File: config.mk
export PLATFORM = sky130hd
export DESIGN_NAME = http_chunked_body_decoder_top_flat
export DESIGN_NICKNAME = d
export VERILOG_FILES = /design/src/sv/hcbd_pkg.sv /design/src/sv/hcbd_in_if.sv /design/src/sv/hcbd_out_if.sv /design/src/sv/http_chunked_body_decoder_top.sv /design/src/flat_wrapper.sv
export SDC_FILE = /design/constraint.sdc
export NUM_CORES = 1
export LEC_CHECK = 0
export BUFFER_PORTS_ARGS = -buffer_cell sky130_fd_sc_hd__buf_2
export CAP_MARGIN = 10
export CORE_MARGIN = 5
export CORE_UTILIZATION = 28
export CTS_CLUSTER_DIAMETER = 30
export DETAILED_ROUTE_END_ITERATION = 12
export SLEW_MARGIN = 20
export SYNTH_ARGS = -nofsm -noshare
export SYNTH_HDL_FRONTEND = slang
export SYNTH_SLANG_ARGS = --single-unit
File: constraint.sdc
create_clock -name clk -period 4.4 [get_ports clk]
set_input_delay 0.88 -clock clk [delete_from_list [all_inputs] [get_ports clk]]
set_output_delay 0.88 -clock clk [all_outputs]
set_load 0.03 [all_outputs]
File: src/sv/hcbd_pkg.sv
// ----------------------------------------------------------------------------
// hcbd_pkg
// shared types, constants and helpers of the chunked body decoder
// ----------------------------------------------------------------------------
`default_nettype none

package hcbd_pkg;

  // width of the chunk size and of the per-chunk byte counters
  localparam int unsigned SIZE_BITS         = 32;
  // size lines this long or longer are malformed
  localparam int unsigned LINE_BUFFER_BYTES = 32;
  localparam int unsigned LEN_BITS          = 6;
  localparam logic [LEN_BITS-1:0] LEN_CAP   = '1;
  localparam int unsigned DC_BITS           = 32;

  localparam logic [7:0] CH_CR = 8'h0D;
  localparam logic [7:0] CH_LF = 8'h0A;

  localparam logic [1:0] SKIP_BYTES = 2'd2;

  typedef enum logic [1:0] {
    PH_LINE = 2'd0,
    PH_DATA = 2'd1,
    PH_SKIP = 2'd2,
    PH_STOP = 2'd3
  } phase_t;

  typedef enum logic [1:0] {
    ST_TERM   = 2'd0,
    ST_NOTERM = 2'd1,
    ST_TRUNC  = 2'd2,
    ST_BAD    = 2'd3
  } status_t;

  typedef struct packed {
    logic [7:0] in_byte;
    logic       in_last;
  } in_item_t;

  typedef struct packed {
    logic [7:0]         out_byte;
    logic               out_valid;
    logic               body_done;
    status_t            end_status;
    logic [DC_BITS-1:0] discard_count;
  } out_item_t;

  typedef struct packed {
    logic       is_hex;
    logic [3:0] value;
  } hex_digit_t;

  function automatic hex_digit_t hex_digit(input logic [7:0] c);
    hex_digit_t d;
    d.is_hex = 1'b1;
    d.value  = 4'd0;
    if (c >= "0" && c <= "9") begin
      d.value = 4'(c - 8'h30);
    end else if (c >= "a" && c <= "f") begin
      d.value = 4'(c - 8'h57);
    end else if (c >= "A" && c <= "F") begin
      d.value = 4'(c - 8'h37);
    end else begin
      d.is_hex = 1'b0;
    end
    return d;
  endfunction

  function automatic logic [LEN_BITS-1:0] len_inc(input logic [LEN_BITS-1:0] len);
    return (len == LEN_CAP) ? len : len + 1'b1;
  endfunction

endpackage

`default_nettype wire

File: src/sv/hcbd_in_if.sv
// ----------------------------------------------------------------------------
// hcbd_in_if
// input channel of the chunked body decoder: raw body bytes
// ----------------------------------------------------------------------------
`default_nettype none

interface hcbd_in_if import hcbd_pkg::*; ();
  logic     valid;
  logic     ready;
  in_item_t payload;

  modport source (output valid, output payload, input ready);
  modport sink   (input valid, input payload, output ready);
endinterface

`default_nettype wire

File: src/sv/hcbd_out_if.sv
// ----------------------------------------------------------------------------
// hcbd_out_if
// result channel of the chunked body decoder: one result per input byte
// ----------------------------------------------------------------------------
`default_nettype none

interface hcbd_out_if import hcbd_pkg::*; ();
  logic      valid;
  logic      ready;
  out_item_t payload;

  modport source (output valid, output payload, input ready);
  modport sink   (input valid, input payload, output ready);
endinterface

`default_nettype wire

File: src/sv/http_chunked_body_decoder_top.sv
// ----------------------------------------------------------------------------
// http_chunked_body_decoder_top
// streaming decoder for an http/1.1 chunked transfer-coded body
// ----------------------------------------------------------------------------
// usage:
//   in_ch carries the raw body one byte per transaction, with in_last set on
//   the final byte of the body. out_ch returns exactly one result transaction
//   per input byte: the payload byte with out_valid when the byte was chunk
//   data, and on the final byte body_done, end_status and discard_count.
//   each result is registered. throughput: one byte per cycle while the skid
//   register is free; the decode state is updated in the same cycle the byte
//   is accepted, so consecutive bytes need no gaps.
//   stall: the result register is backed by a one-entry skid register, so a
//   byte is still taken in the first cycle out_ch stalls; in_ch.ready drops
//   only once the skid register holds a result, and rises again as soon as
//   the receiver takes the waiting one.
//   reset: rst_n is synchronous, active low; it clears the decode state to
//   the start of a size line and empties both result registers. The decode
//   state also returns to that point after every final byte.
// ----------------------------------------------------------------------------
`default_nettype none

module http_chunked_body_decoder_top import hcbd_pkg::*; (
  input  wire        clk,
  input  wire        rst_n,
  hcbd_in_if.sink    in_ch,
  hcbd_out_if.source out_ch
);

  // decode state
  phase_t                phase_r, phase_nxt;
  logic [SIZE_BITS-1:0]  hex_value_r, hex_value_nxt;
  logic                  hex_ended_r, hex_ended_nxt;
  logic [LEN_BITS-1:0]   line_length_r, line_length_nxt;
  logic                  pending_cr_r, pending_cr_nxt;
  logic [SIZE_BITS-1:0]  chunk_remaining_r, chunk_remaining_nxt;
  logic [SIZE_BITS-1:0]  chunk_emitted_r, chunk_emitted_nxt;
  logic [1:0]            skip_left_r, skip_left_nxt;
  status_t               stop_reason_r, stop_reason_nxt;

  // result register and skid register
  out_item_t out_r, skid_r;
  logic      out_vld_r, skid_vld_r;
  out_item_t res;

  logic       accept;
  logic [7:0] c;
  logic       last;

  // phase after this byte, before the end-of-body reset
  phase_t               ph_step;
  logic [SIZE_BITS-1:0] rem_step;
  logic [SIZE_BITS-1:0] emit_step;
  status_t              stop_step;

  hex_digit_t             dig;
  logic [SIZE_BITS+3:0]   hex_shift;
  logic [LEN_BITS-1:0]    len_tmp;

  assign c      = in_ch.payload.in_byte;
  assign last   = in_ch.payload.in_last;
  assign accept = in_ch.valid & in_ch.ready;

  // taken while the skid register is free
  assign in_ch.ready    = ~skid_vld_r;
  assign out_ch.valid   = out_vld_r;
  assign out_ch.payload = out_r;

  assign dig       = hex_digit(c);
  assign hex_shift = {hex_value_r, 4'd0} + {{SIZE_BITS{1'b0}}, dig.value};

  // next state of the decoder
  always_comb begin
    phase_nxt           = phase_r;
    hex_value_nxt       = hex_value_r;
    hex_ended_nxt       = hex_ended_r;
    line_length_nxt     = line_length_r;
    pending_cr_nxt      = pending_cr_r;
    chunk_remaining_nxt = chunk_remaining_r;
    chunk_emitted_nxt   = chunk_emitted_r;
    skip_left_nxt       = skip_left_r;
    stop_reason_nxt     = stop_reason_r;
    len_tmp             = line_length_r;

    case (phase_r)
      PH_LINE: begin
        if (pending_cr_r && c == CH_LF) begin
          // CR LF closes the size line
          pending_cr_nxt = 1'b0;
          if (line_length_r == '0 ||
              line_length_r >= LEN_BITS'(LINE_BUFFER_BYTES)) begin
            phase_nxt       = PH_STOP;
            stop_reason_nxt = ST_BAD;
          end else if (hex_value_r == '0) begin
            phase_nxt       = PH_STOP;
            stop_reason_nxt = ST_TERM;
          end else begin
            phase_nxt           = PH_DATA;
            chunk_remaining_nxt = hex_value_r;
            chunk_emitted_nxt   = '0;
          end
          hex_value_nxt   = '0;
          hex_ended_nxt   = 1'b0;
          line_length_nxt = '0;
        end else begin
          // a lone CR counts as a line byte once the next byte shows up
          if (pending_cr_r) begin
            len_tmp = len_inc(len_tmp);
          end
          if (c == CH_CR) begin
            pending_cr_nxt = 1'b1;
          end else begin
            pending_cr_nxt = 1'b0;
            len_tmp        = len_inc(len_tmp);
          end
          line_length_nxt = len_tmp;
          if (!hex_ended_r) begin
            if (!dig.is_hex) begin
              hex_ended_nxt = 1'b1;
            end else if (hex_shift[SIZE_BITS+3:SIZE_BITS] != 4'd0) begin
              hex_value_nxt = '1;
            end else begin
              hex_value_nxt = hex_shift[SIZE_BITS-1:0];
            end
          end
        end
      end
      PH_DATA: begin
        if (chunk_remaining_r != '0) begin
          chunk_remaining_nxt = chunk_remaining_r - 1'b1;
        end
        chunk_emitted_nxt = chunk_emitted_r + 1'b1;
        if (chunk_remaining_r <= SIZE_BITS'(1)) begin
          phase_nxt     = PH_SKIP;
          skip_left_nxt = SKIP_BYTES;
        end
      end
      PH_SKIP: begin
        if (skip_left_r != 2'd0) begin
          skip_left_nxt = skip_left_r - 1'b1;
        end
        if (skip_left_r <= 2'd1) begin
          phase_nxt = PH_LINE;
        end
      end
      default: begin
      end
    endcase

    ph_step   = phase_nxt;
    rem_step  = chunk_remaining_nxt;
    emit_step = chunk_emitted_nxt;
    stop_step = stop_reason_nxt;

    // the final byte returns the decoder to its reset point
    if (last) begin
      phase_nxt           = PH_LINE;
      hex_value_nxt       = '0;
      hex_ended_nxt       = 1'b0;
      line_length_nxt     = '0;
      pending_cr_nxt      = 1'b0;
      chunk_remaining_nxt = '0;
      chunk_emitted_nxt   = '0;
      skip_left_nxt       = 2'd0;
      stop_reason_nxt     = ST_NOTERM;
    end
  end

  // result fields for the accepted byte
  always_comb begin
    res.out_valid     = (phase_r == PH_DATA);
    res.out_byte      = (phase_r == PH_DATA) ? c : 8'd0;
    res.body_done     = last;
    res.end_status    = ST_TERM;
    res.discard_count = '0;
    if (last) begin
      if (ph_step == PH_STOP) begin
        // covers a stop decided by this very byte
        res.end_status = stop_step;
      end else if (ph_step == PH_DATA && rem_step != '0) begin
        res.end_status    = ST_TRUNC;
        res.discard_count = DC_BITS'(emit_step);
      end else begin
        res.end_status = ST_NOTERM;
      end
    end
  end

  // state registers
  always_ff @(posedge clk) begin
    if (!rst_n) begin
      phase_r           <= PH_LINE;
      hex_value_r       <= '0;
      hex_ended_r       <= 1'b0;
      line_length_r     <= '0;
      pending_cr_r      <= 1'b0;
      chunk_remaining_r <= '0;
      chunk_emitted_r   <= '0;
      skip_left_r       <= 2'd0;
      stop_reason_r     <= ST_NOTERM;
    end else if (accept) begin
      phase_r           <= phase_nxt;
      hex_value_r       <= hex_value_nxt;
      hex_ended_r       <= hex_ended_nxt;
      line_length_r     <= line_length_nxt;
      pending_cr_r      <= pending_cr_nxt;
      chunk_remaining_r <= chunk_remaining_nxt;
      chunk_emitted_r   <= chunk_emitted_nxt;
      skip_left_r       <= skip_left_nxt;
      stop_reason_r     <= stop_reason_nxt;
    end
  end

  // result register with skid register behind it
  always_ff @(posedge clk) begin
    if (!rst_n) begin
      out_vld_r  <= 1'b0;
      skid_vld_r <= 1'b0;
    end else if (!out_vld_r || out_ch.ready) begin
      if (skid_vld_r) begin
        out_vld_r  <= 1'b1;
        skid_vld_r <= 1'b0;
      end else begin
        out_vld_r <= accept;
      end
    end else if (accept) begin
      skid_vld_r <= 1'b1;
    end
  end

  always_ff @(posedge clk) begin
    if (!out_vld_r || out_ch.ready) begin
      if (skid_vld_r) begin
        out_r <= skid_r;
      end else if (accept) begin
        out_r <= res;
      end
    end else if (accept) begin
      skid_r <= res;
    end
  end

`ifndef ASSERT_OFF
  // the skid register only fills behind a waiting result
  a_skid_behind_out: assert property (@(posedge clk) disable iff (!rst_n)
    skid_vld_r |-> out_vld_r)
    else $error("skid register holds a result while the result register is empty");

  // a chunk in progress always has payload left
  a_data_has_bytes: assert property (@(posedge clk) disable iff (!rst_n)
    (phase_r == PH_DATA) |-> (chunk_remaining_r != '0))
    else $error("data phase with no chunk bytes remaining");

  // the final byte brings the decoder back to a fresh size line
  a_last_resets: assert property (@(posedge clk) disable iff (!rst_n)
    (accept && last) |=> (phase_r == PH_LINE && hex_value_r == '0 &&
                          line_length_r == '0 && !pending_cr_r))
    else $error("decoder state not cleared after the final byte");

  // a stalled result is not overwritten
  a_out_holds: assert property (@(posedge clk) disable iff (!rst_n)
    (out_vld_r && !out_ch.ready) |=> (out_vld_r && $stable(out_r)))
    else $error("result changed while the receiver stalled");
`endif

endmodule

`default_nettype wire

File: src/flat_wrapper.sv
// flat-port wrapper written by rule: the top's interface ports become plain ports
module http_chunked_body_decoder_top_flat import hcbd_pkg::*;
  (clk, rst_n, in_ch_valid, in_ch_payload, in_ch_ready, out_ch_valid, out_ch_payload, out_ch_ready);
  hcbd_in_if in_ch_i ();
  hcbd_out_if out_ch_i ();
  input  wire clk;
  input  wire rst_n;
  input wire logic [$bits(in_ch_i.valid)-1:0] in_ch_valid;
  input wire logic [$bits(in_ch_i.payload)-1:0] in_ch_payload;
  output wire logic [$bits(in_ch_i.ready)-1:0] in_ch_ready;
  output wire logic [$bits(out_ch_i.valid)-1:0] out_ch_valid;
  output wire logic [$bits(out_ch_i.payload)-1:0] out_ch_payload;
  input wire logic [$bits(out_ch_i.ready)-1:0] out_ch_ready;
  assign in_ch_i.valid = in_ch_valid;
  assign in_ch_i.payload = in_ch_payload;
  assign in_ch_ready = in_ch_i.ready;
  assign out_ch_valid = out_ch_i.valid;
  assign out_ch_payload = out_ch_i.payload;
  assign out_ch_i.ready = out_ch_ready;
  http_chunked_body_decoder_top u_core (.clk(clk), .rst_n(rst_n), .in_ch(in_ch_i), .out_ch(out_ch_i));
endmodule
== After elaboration in Yosys (flattened, before gate mapping) ==
Index checks and enable logic that the tools add are counted.

* Flip-flop bits (word level): 200
* Input bits: 13

* $add $sub $neg: 9
* $lt $le $gt $ge: 9
* Eq/ne operators: 11
* Mux-type cells: 66
* Bitwise logic cells: 4
* Reduce and logical (&&, ||, !) cells: 25

{| class="wikitable"
|+ Operators by type and width
! operator !! number
|-
| 32-bit 2-to-1 mux || 17
|-
| 32-bit case mux with 2 select lines || 2
|-
| 44-bit 2-to-1 mux || 2
|-
| 32-bit nonzero test || 2
|-
| 6-bit 2-to-1 mux || 9
|-
| 36-bit by 4-bit adder with 36-bit output || 1
|-
| 34-bit 2-to-1 mux || 1
|-
| 32-bit by 1-bit adder with 32-bit output (second input constant) || 1
|-
| 32-bit by 1-bit less-or-equal comparator with 1-bit output (second input constant) || 1
|-
| 32-bit zero test || 1
|-
| 2-bit 2-to-1 mux || 16
|-
| 32-bit by 1-bit subtractor with 32-bit output (second input constant) || 1
|-
| 8-bit by 4-bit equality test with 1-bit output (second input constant) || 2
|-
| 8-bit by 7-bit greater-or-equal comparator with 1-bit output (second input constant) || 2
|-
| 8-bit by 7-bit less-or-equal comparator with 1-bit output (second input constant) || 2
|-
| 1-bit 2-to-1 mux || 13
|-
| 6-bit by 1-bit adder with 6-bit output (second input constant) || 2
|-
| 6-bit equality test (second input constant) || 2
|-
| 4-bit 2-to-1 mux || 3
|-
| 8-bit by 6-bit greater-or-equal comparator with 1-bit output (second input constant) || 1
|-
| 8-bit by 6-bit less-or-equal comparator with 1-bit output (second input constant) || 1
|-
| 8-bit 2-to-1 mux || 1
|-
| 4-bit AND reduction || 2
|-
| 4-bit by 3-bit subtractor with 4-bit output (second input constant) || 2
|-
| other kinds (22) || 37
|}

== Logic depth before layout (Yosys ltp) ==
* Depth in word-level cells: 13
* Mapped depth: 16
* Depth with buffers taken out: 12

== Least setup slack after synthesis ==
No wires, ideal clock.

* Path type: input port to flip-flop
* From: input port in_ch_payload[1]
* To: register u_core.out_r (netlist bit u_core.out_ch.payload[17]), data pin
* Setup time: 257 ps
* Arrival time: 4194 ps
* Data required time: 4143 ps
* Path slack: -51 ps
* Stages: 14
* Path buffers: 2
* Cell sequence: inv_1 > ha_1 > or4b_1 > nor4_4 > nand2_1 > nor2_2 > o311ai_0 > or4b_1 > nor4_1 > nand2_1 > o31a_1 > buf_4 > buf_6 > a32o_1

* Word-level cells in the longest chain between the ends: 11
* Elaborated cells between the ends (all ways): 17
* Those cells by class: eq/ne: 3; mux: 11; reduce/logical: 3

{| class="wikitable"
|+ RTL lines
! what !! RTL line !! text
|-
| from (decl) || flat_wrapper.sv:9 || <nowiki>input wire logic [$bits(in_ch_i.payload)-1:0] in_ch_payload;</nowiki>
|-
| 8-bit by 4-bit equality test with 1-bit output * || http_chunked_body_decoder_top.sv:87 || <nowiki>if (pending_cr_r && c == CH_LF) begin</nowiki>
|-
| 1-bit logical AND * || http_chunked_body_decoder_top.sv:87 ||
|-
| 32-bit 2-to-1 mux / 2-bit 2-to-1 mux (equally long branches) || http_chunked_body_decoder_top.sv:87 ||
|-
| 32-bit case mux with 2 select lines / 2-bit case mux with 3 select lines (equally long branches) || http_chunked_body_decoder_top.sv:85 || <nowiki>case (phase_r)</nowiki>
|-
| 32-bit nonzero test / 2-bit by 1-bit equality test with 1-bit output (equally long branches) || http_chunked_body_decoder_top.sv:180 || <nowiki>end else if (ph_step == PH_DATA && rem_step != '0) begin</nowiki>
|-
| 1-bit logical AND || http_chunked_body_decoder_top.sv:180 ||
|-
| 32-bit 2-to-1 mux || http_chunked_body_decoder_top.sv:180 ||
|-
| 32-bit 2-to-1 mux * || http_chunked_body_decoder_top.sv:177 || <nowiki>if (ph_step == PH_STOP) begin</nowiki>
|-
| 34-bit 2-to-1 mux * || http_chunked_body_decoder_top.sv:176 || <nowiki>if (last) begin</nowiki>
|-
| 44-bit 2-to-1 mux * || http_chunked_body_decoder_top.sv:235 || <nowiki>end else if (accept) begin</nowiki>
|-
| 44-bit 2-to-1 mux * || http_chunked_body_decoder_top.sv:233 || <nowiki>if (skid_vld_r) begin</nowiki>
|-
| to (signal assigned) || http_chunked_body_decoder_top.sv:234 || <nowiki>out_r <= skid_r;</nowiki>
|-
| to (signal assigned) || http_chunked_body_decoder_top.sv:236 || <nowiki>out_r <= res;</nowiki>
|-
| to (decl) || http_chunked_body_decoder_top.sv:42 || <nowiki>out_item_t out_r, skid_r;</nowiki>
|}

Mark *: on every way between the ends. The rest lies on a longest branch, timed or not. The select of a mux whose other input is x is not followed.
A chain may end at the register's enable or synchronous reset.

== Worst setup path after layout ==
* From: register u_core.hex_value_r[29]
* To: register u_core.out_r (netlist bit u_core.out_ch.payload[30]), data pin

* Word-level cells in the longest chain between the ends: 12
* Elaborated cells between the ends (all ways): 22
* Those cells by class: eq/ne: 2; mux: 17; reduce/logical: 3

{| class="wikitable"
|+ RTL lines
! what !! RTL line !! text
|-
| from (decl) || http_chunked_body_decoder_top.sv:32 || <nowiki>logic [SIZE_BITS-1:0] hex_value_r, hex_value_nxt;</nowiki>
|-
| from (signal assigned) || http_chunked_body_decoder_top.sv:203 || <nowiki>hex_value_r <= hex_value_nxt;</nowiki>
|-
| 32-bit zero test || http_chunked_body_decoder_top.sv:94 || <nowiki>end else if (hex_value_r == '0) begin</nowiki>
|-
| 32-bit 2-to-1 mux / 2-bit 2-to-1 mux (equally long branches) || http_chunked_body_decoder_top.sv:94 ||
|-
| 32-bit 2-to-1 mux / 2-bit 2-to-1 mux (equally long branches) || http_chunked_body_decoder_top.sv:90 || <nowiki>if (line_length_r == '0 ||</nowiki>
|-
| 32-bit 2-to-1 mux / 2-bit 2-to-1 mux (equally long branches) || http_chunked_body_decoder_top.sv:87 ||
|-
| 32-bit case mux with 2 select lines / 2-bit case mux with 3 select lines (equally long branches) || http_chunked_body_decoder_top.sv:85 ||
|-
| 32-bit nonzero test / 2-bit by 1-bit equality test with 1-bit output (equally long branches) || http_chunked_body_decoder_top.sv:180 ||
|-
| 1-bit logical AND || http_chunked_body_decoder_top.sv:180 ||
|-
| 32-bit 2-to-1 mux || http_chunked_body_decoder_top.sv:180 ||
|-
| 32-bit 2-to-1 mux * || http_chunked_body_decoder_top.sv:177 ||
|-
| 34-bit 2-to-1 mux * || http_chunked_body_decoder_top.sv:176 ||
|-
| 44-bit 2-to-1 mux * || http_chunked_body_decoder_top.sv:235 ||
|-
| 44-bit 2-to-1 mux * || http_chunked_body_decoder_top.sv:233 ||
|}

Marks and branches as above.

==> results.cfg <==
[status]
run_status = completed

[worst_hold_path]
whs_path_depth = 2
hold-path-endpoint = u_core.stop_reason_r[1]
worst_hold_startpoint = u_core.stop_reason_r[1]
holdCritPathClass = reg2reg

[placement]
routabilityCongestion = 0.9409
place_area_sq_um = 12430
pre_cts_ws_ns = -0.3644
number_of_buffer_cells_added_on_primary_ports = 58
post-dp-hpwl_microns = 24400

[setup_path]
endpoint_of_the_worst_register_to_register_path = u_core.out_ch.payload[30]
cp_top_family = simple AND/OR/NAND/NOR gates
ff2ff_path_depth = 13
critPathKind = reg2reg
timing.critical_path.fanout_max = 52
cp_launch_type = flip-flop
r2r_setup_slack_ns = 0.15
worst_ep_required_time_ns = 4.61
rr_startpoint = u_core.hex_value_r[29]
slowest_stage = or4_1
critPathBufInv = 3
crit_path_max_incr_delay_ns = 0.57
timing.critical_path.to_type = flip-flop
cp_cell_sequence = or4_1, nand4b_1, or3_1, nand2_1, buf_4, buf_6, a211oi_1, nand4b_1, nor4_1, nand2_1, o31a_2, buf_12, a32o_1
crit_arrival_ns = 4.46

[synthesis]
netlist_top_cells_area = edfxtp_1, dfxtp_1, nand2_1
synthMostInstantiatedCell = nand2_1
post_synth.cell_area_avg_sq_um = 8.909
synth_cell_types = 75
synth_top_area_cell = edfxtp_1
synth-async-reset-ratio = 0
ys_seq_elements = 200
synth-edff-count = 88
synth_warnings = 0
yosysTopAreaCellShare = 0.2427
synthesis.instances = 1222
synthesized_netlist_net_count = 1247
syn_area_sq_um = 10890
dominantRegCellSynth = dfxtp_1
synth_commonest_cells = nand2_1, dfxtp_1, nor2_1, edfxtp_1, o21ai_0
seq_area_frac_synth = 0.4487

[floorplanning]
effective_utilization_at_floorplan = 0.2824
fp.dieH_microns = 207.2
fp-row-count = 72
core_area_sq_um = 38560
dieWidth_microns = 207.2
design.portCount = 59
die_area_sq_um = 42920

[clocking]
tritoncts_clock_tree = done
numClockSinks = 200
clock_insertion_delay_worst_skew_ns = 0.45
ctsHoldBuffers = 0
root_buffer = clkbuf_16
cts_buffers = 17
cts.path.max_buffers = 2
clkSlewWorstSetupHoldPaths_ns = 0.07
ctsHtreeMaxLevel = 4

[sta]
period_share = 0.9667
rsz_0062_raised_after_global_routing = false
hold_viol = 0
report.final.slew_viol_count = 0
worst_pin_slew_ns = 1.038
setup_slack_ns = 0.1465
fmax_ghz = 0.2351
fin_crit_ns = 4.254
timing.final.setup_violations = 0
timing.hold.ws_ns = 0.4781
worst_slew_margin_rel = 0.3052
clock-skew-final_ns = 0.009277

[drt]
detail_route.first_pass.iterations = 5
antenna_violating_nets_post_route = 0
vias = 9941
detail_route.iter0.violations = 724
detail_route.wl_per_cell_microns = 18.38
remaining_drc_errors = 0
finalWirelength_microns = 34270
via_per_inst = 5.333

[final_layout]
syn_to_final_growth_pct = 20.00
fill_cells = 4043
share_of_layout_cells_above_drive_strength_1 = 0.1828
postLayoutCellArea_sq_um = 13060
fin_nets = 1358
antenna-diode-count = 0

[grt]
grt_max_degree = 53
via_count_of_the_first_global_routing_pass = 9566
antenna_violations_before_repair = 0
globalRouteOverflowTotal = 0
grt_first_pass_wirelength_microns = 55000
grtUsageTotal = 0.1565

[power]
worst_ir_drop_vdd_v = 0.0002943
power_switching_uw = 946.7
p_comb_frac = 0.060
powerDensity_nw_per_um2 = 292.9
switching_share = 0.2474
share_seq_of_total_power = 0.517
clockPowerShare = 0.423
p_leak_uw = 0.004742
post-layout-total-power_uw = 3827
power_report.internal_total_uw = 2880

[run]
maxCapViolations = 0
## flip-flops by register name (all words and copies together) (netlist names)
name / cells
u_core.chunk_emitted_r: 32
u_core.chunk_remaining_r: 32
u_core.hex_ended_r: 1
u_core.hex_value_r: 32
u_core.line_length_r: 6
u_core.out_ch.payload: 44
u_core.out_ch.valid: 1
u_core.pending_cr_r: 1
u_core.phase_r: 2
u_core.skid_r: 44
u_core.skid_vld_r: 1
u_core.skip_left_r: 2
u_core.stop_reason_r: 2
## through the flow
step                      utilization  TNS [ns]  cells
after floorplan                     -         0   1222
after global placement         0.3222    -24.42   1832
after detailed placement       0.3223    -21.36   1832
after CTS                      0.3379         0   1864
after global routing           0.3388         0   1864
final                          0.3388         0   1864
## tightest hold or removal path: cells and delay by family (launching register included)
family	cells	cell delay [ns]
flip-flops	1	0.32
AO/OA/AOI/OAI	1	0.06
AND/OR/NAND/NOR	1	0.05
## power groups by stage
stage	sequential [uW]	combinational (uW)	clock (uW)
2_1_floorplan	2070	96.6	0
3_3_place_gp	2020	230	0
3_5_place_dp	2020	233	0
4_1_cts	1980	233	1650
5_1_grt	1980	249	1730
6_report	1980	230	1620
## final cells by class
class	count	area, sq um	area share
Clock inverter	14	165.2	0.01264
Timing Repair Buffer	177	1200	0.09185
Sequential cell	200	4886	0.3740
Tap cell	518	648.1	0.04961
Clock buffer	18	429.2	0.03285
Inverter	18	67.56	0.005172
Multi-Input combinational cell	919	5668	0.4339
## worst max path at each step
stage | cells after the start | slack [ns] | startpoint | endpoint
floorplan | 16 | 0.04 | in_ch_payload[1] | u_core.out_ch.payload[17]
global placement | 16 | -0.41 | in_ch_payload[1] | u_core.out_ch.payload[13]
detailed placement | 15 | -0.36 | in_ch_payload[1] | u_core.out_ch.payload[30]
CTS | 14 | 0.02 | u_core.hex_value_r[28] | u_core.out_ch.payload[30]
global route | 13 | 0.01 | u_core.hex_value_r[29] | u_core.out_ch.payload[12]
finish | 13 | 0.15 | u_core.hex_value_r[29] | u_core.out_ch.payload[30]
## per-layer routing
layer / vias up / share of wire / track usage
met1: 4832 / 0.46 / 0.2128
met3: 48 / 0.048 / 0.02784
li1: 4777 / - / -
met2: 284 / 0.47 / 0.2552
met5: - / 0 / 0
met4: 0 / 0.022 / 0.04765
## timing repair
action / CTS / global route
gates resized for setup: 1 / 7
setup buffers: 0 / 0
setup endpoints to repair: 68 / 68
## cells by family after synthesis
group | Yosys count | synth area share
simple gates | 577 | 0.2803
compound gates | 292 | 0.1849
flops | 200 | 0.4487
buf+inv | 103 | 0.03804
mux | 21 | 0.02057
xor+xnor | 17 | 0.01368
fa+ha+maj | 12 | 0.01379
## layout by cell type, fill, tap and decap left out, types with 20 or more instances in the layout
cell        n
o21ai_0    79
nor4_1     27
nor3_1     52
a21oi_1    32
dfxtp_1   111
edfxtp_1   88
nor2b_1    56
and2_1     22
a32o_1     20
nand3_1    44
nor2_1     96
buf_2      58
and3_1     34
buf_4     117
a22oi_1    32
nand2_1   135
No activity file was read; power rests on OpenSTA's default activity.
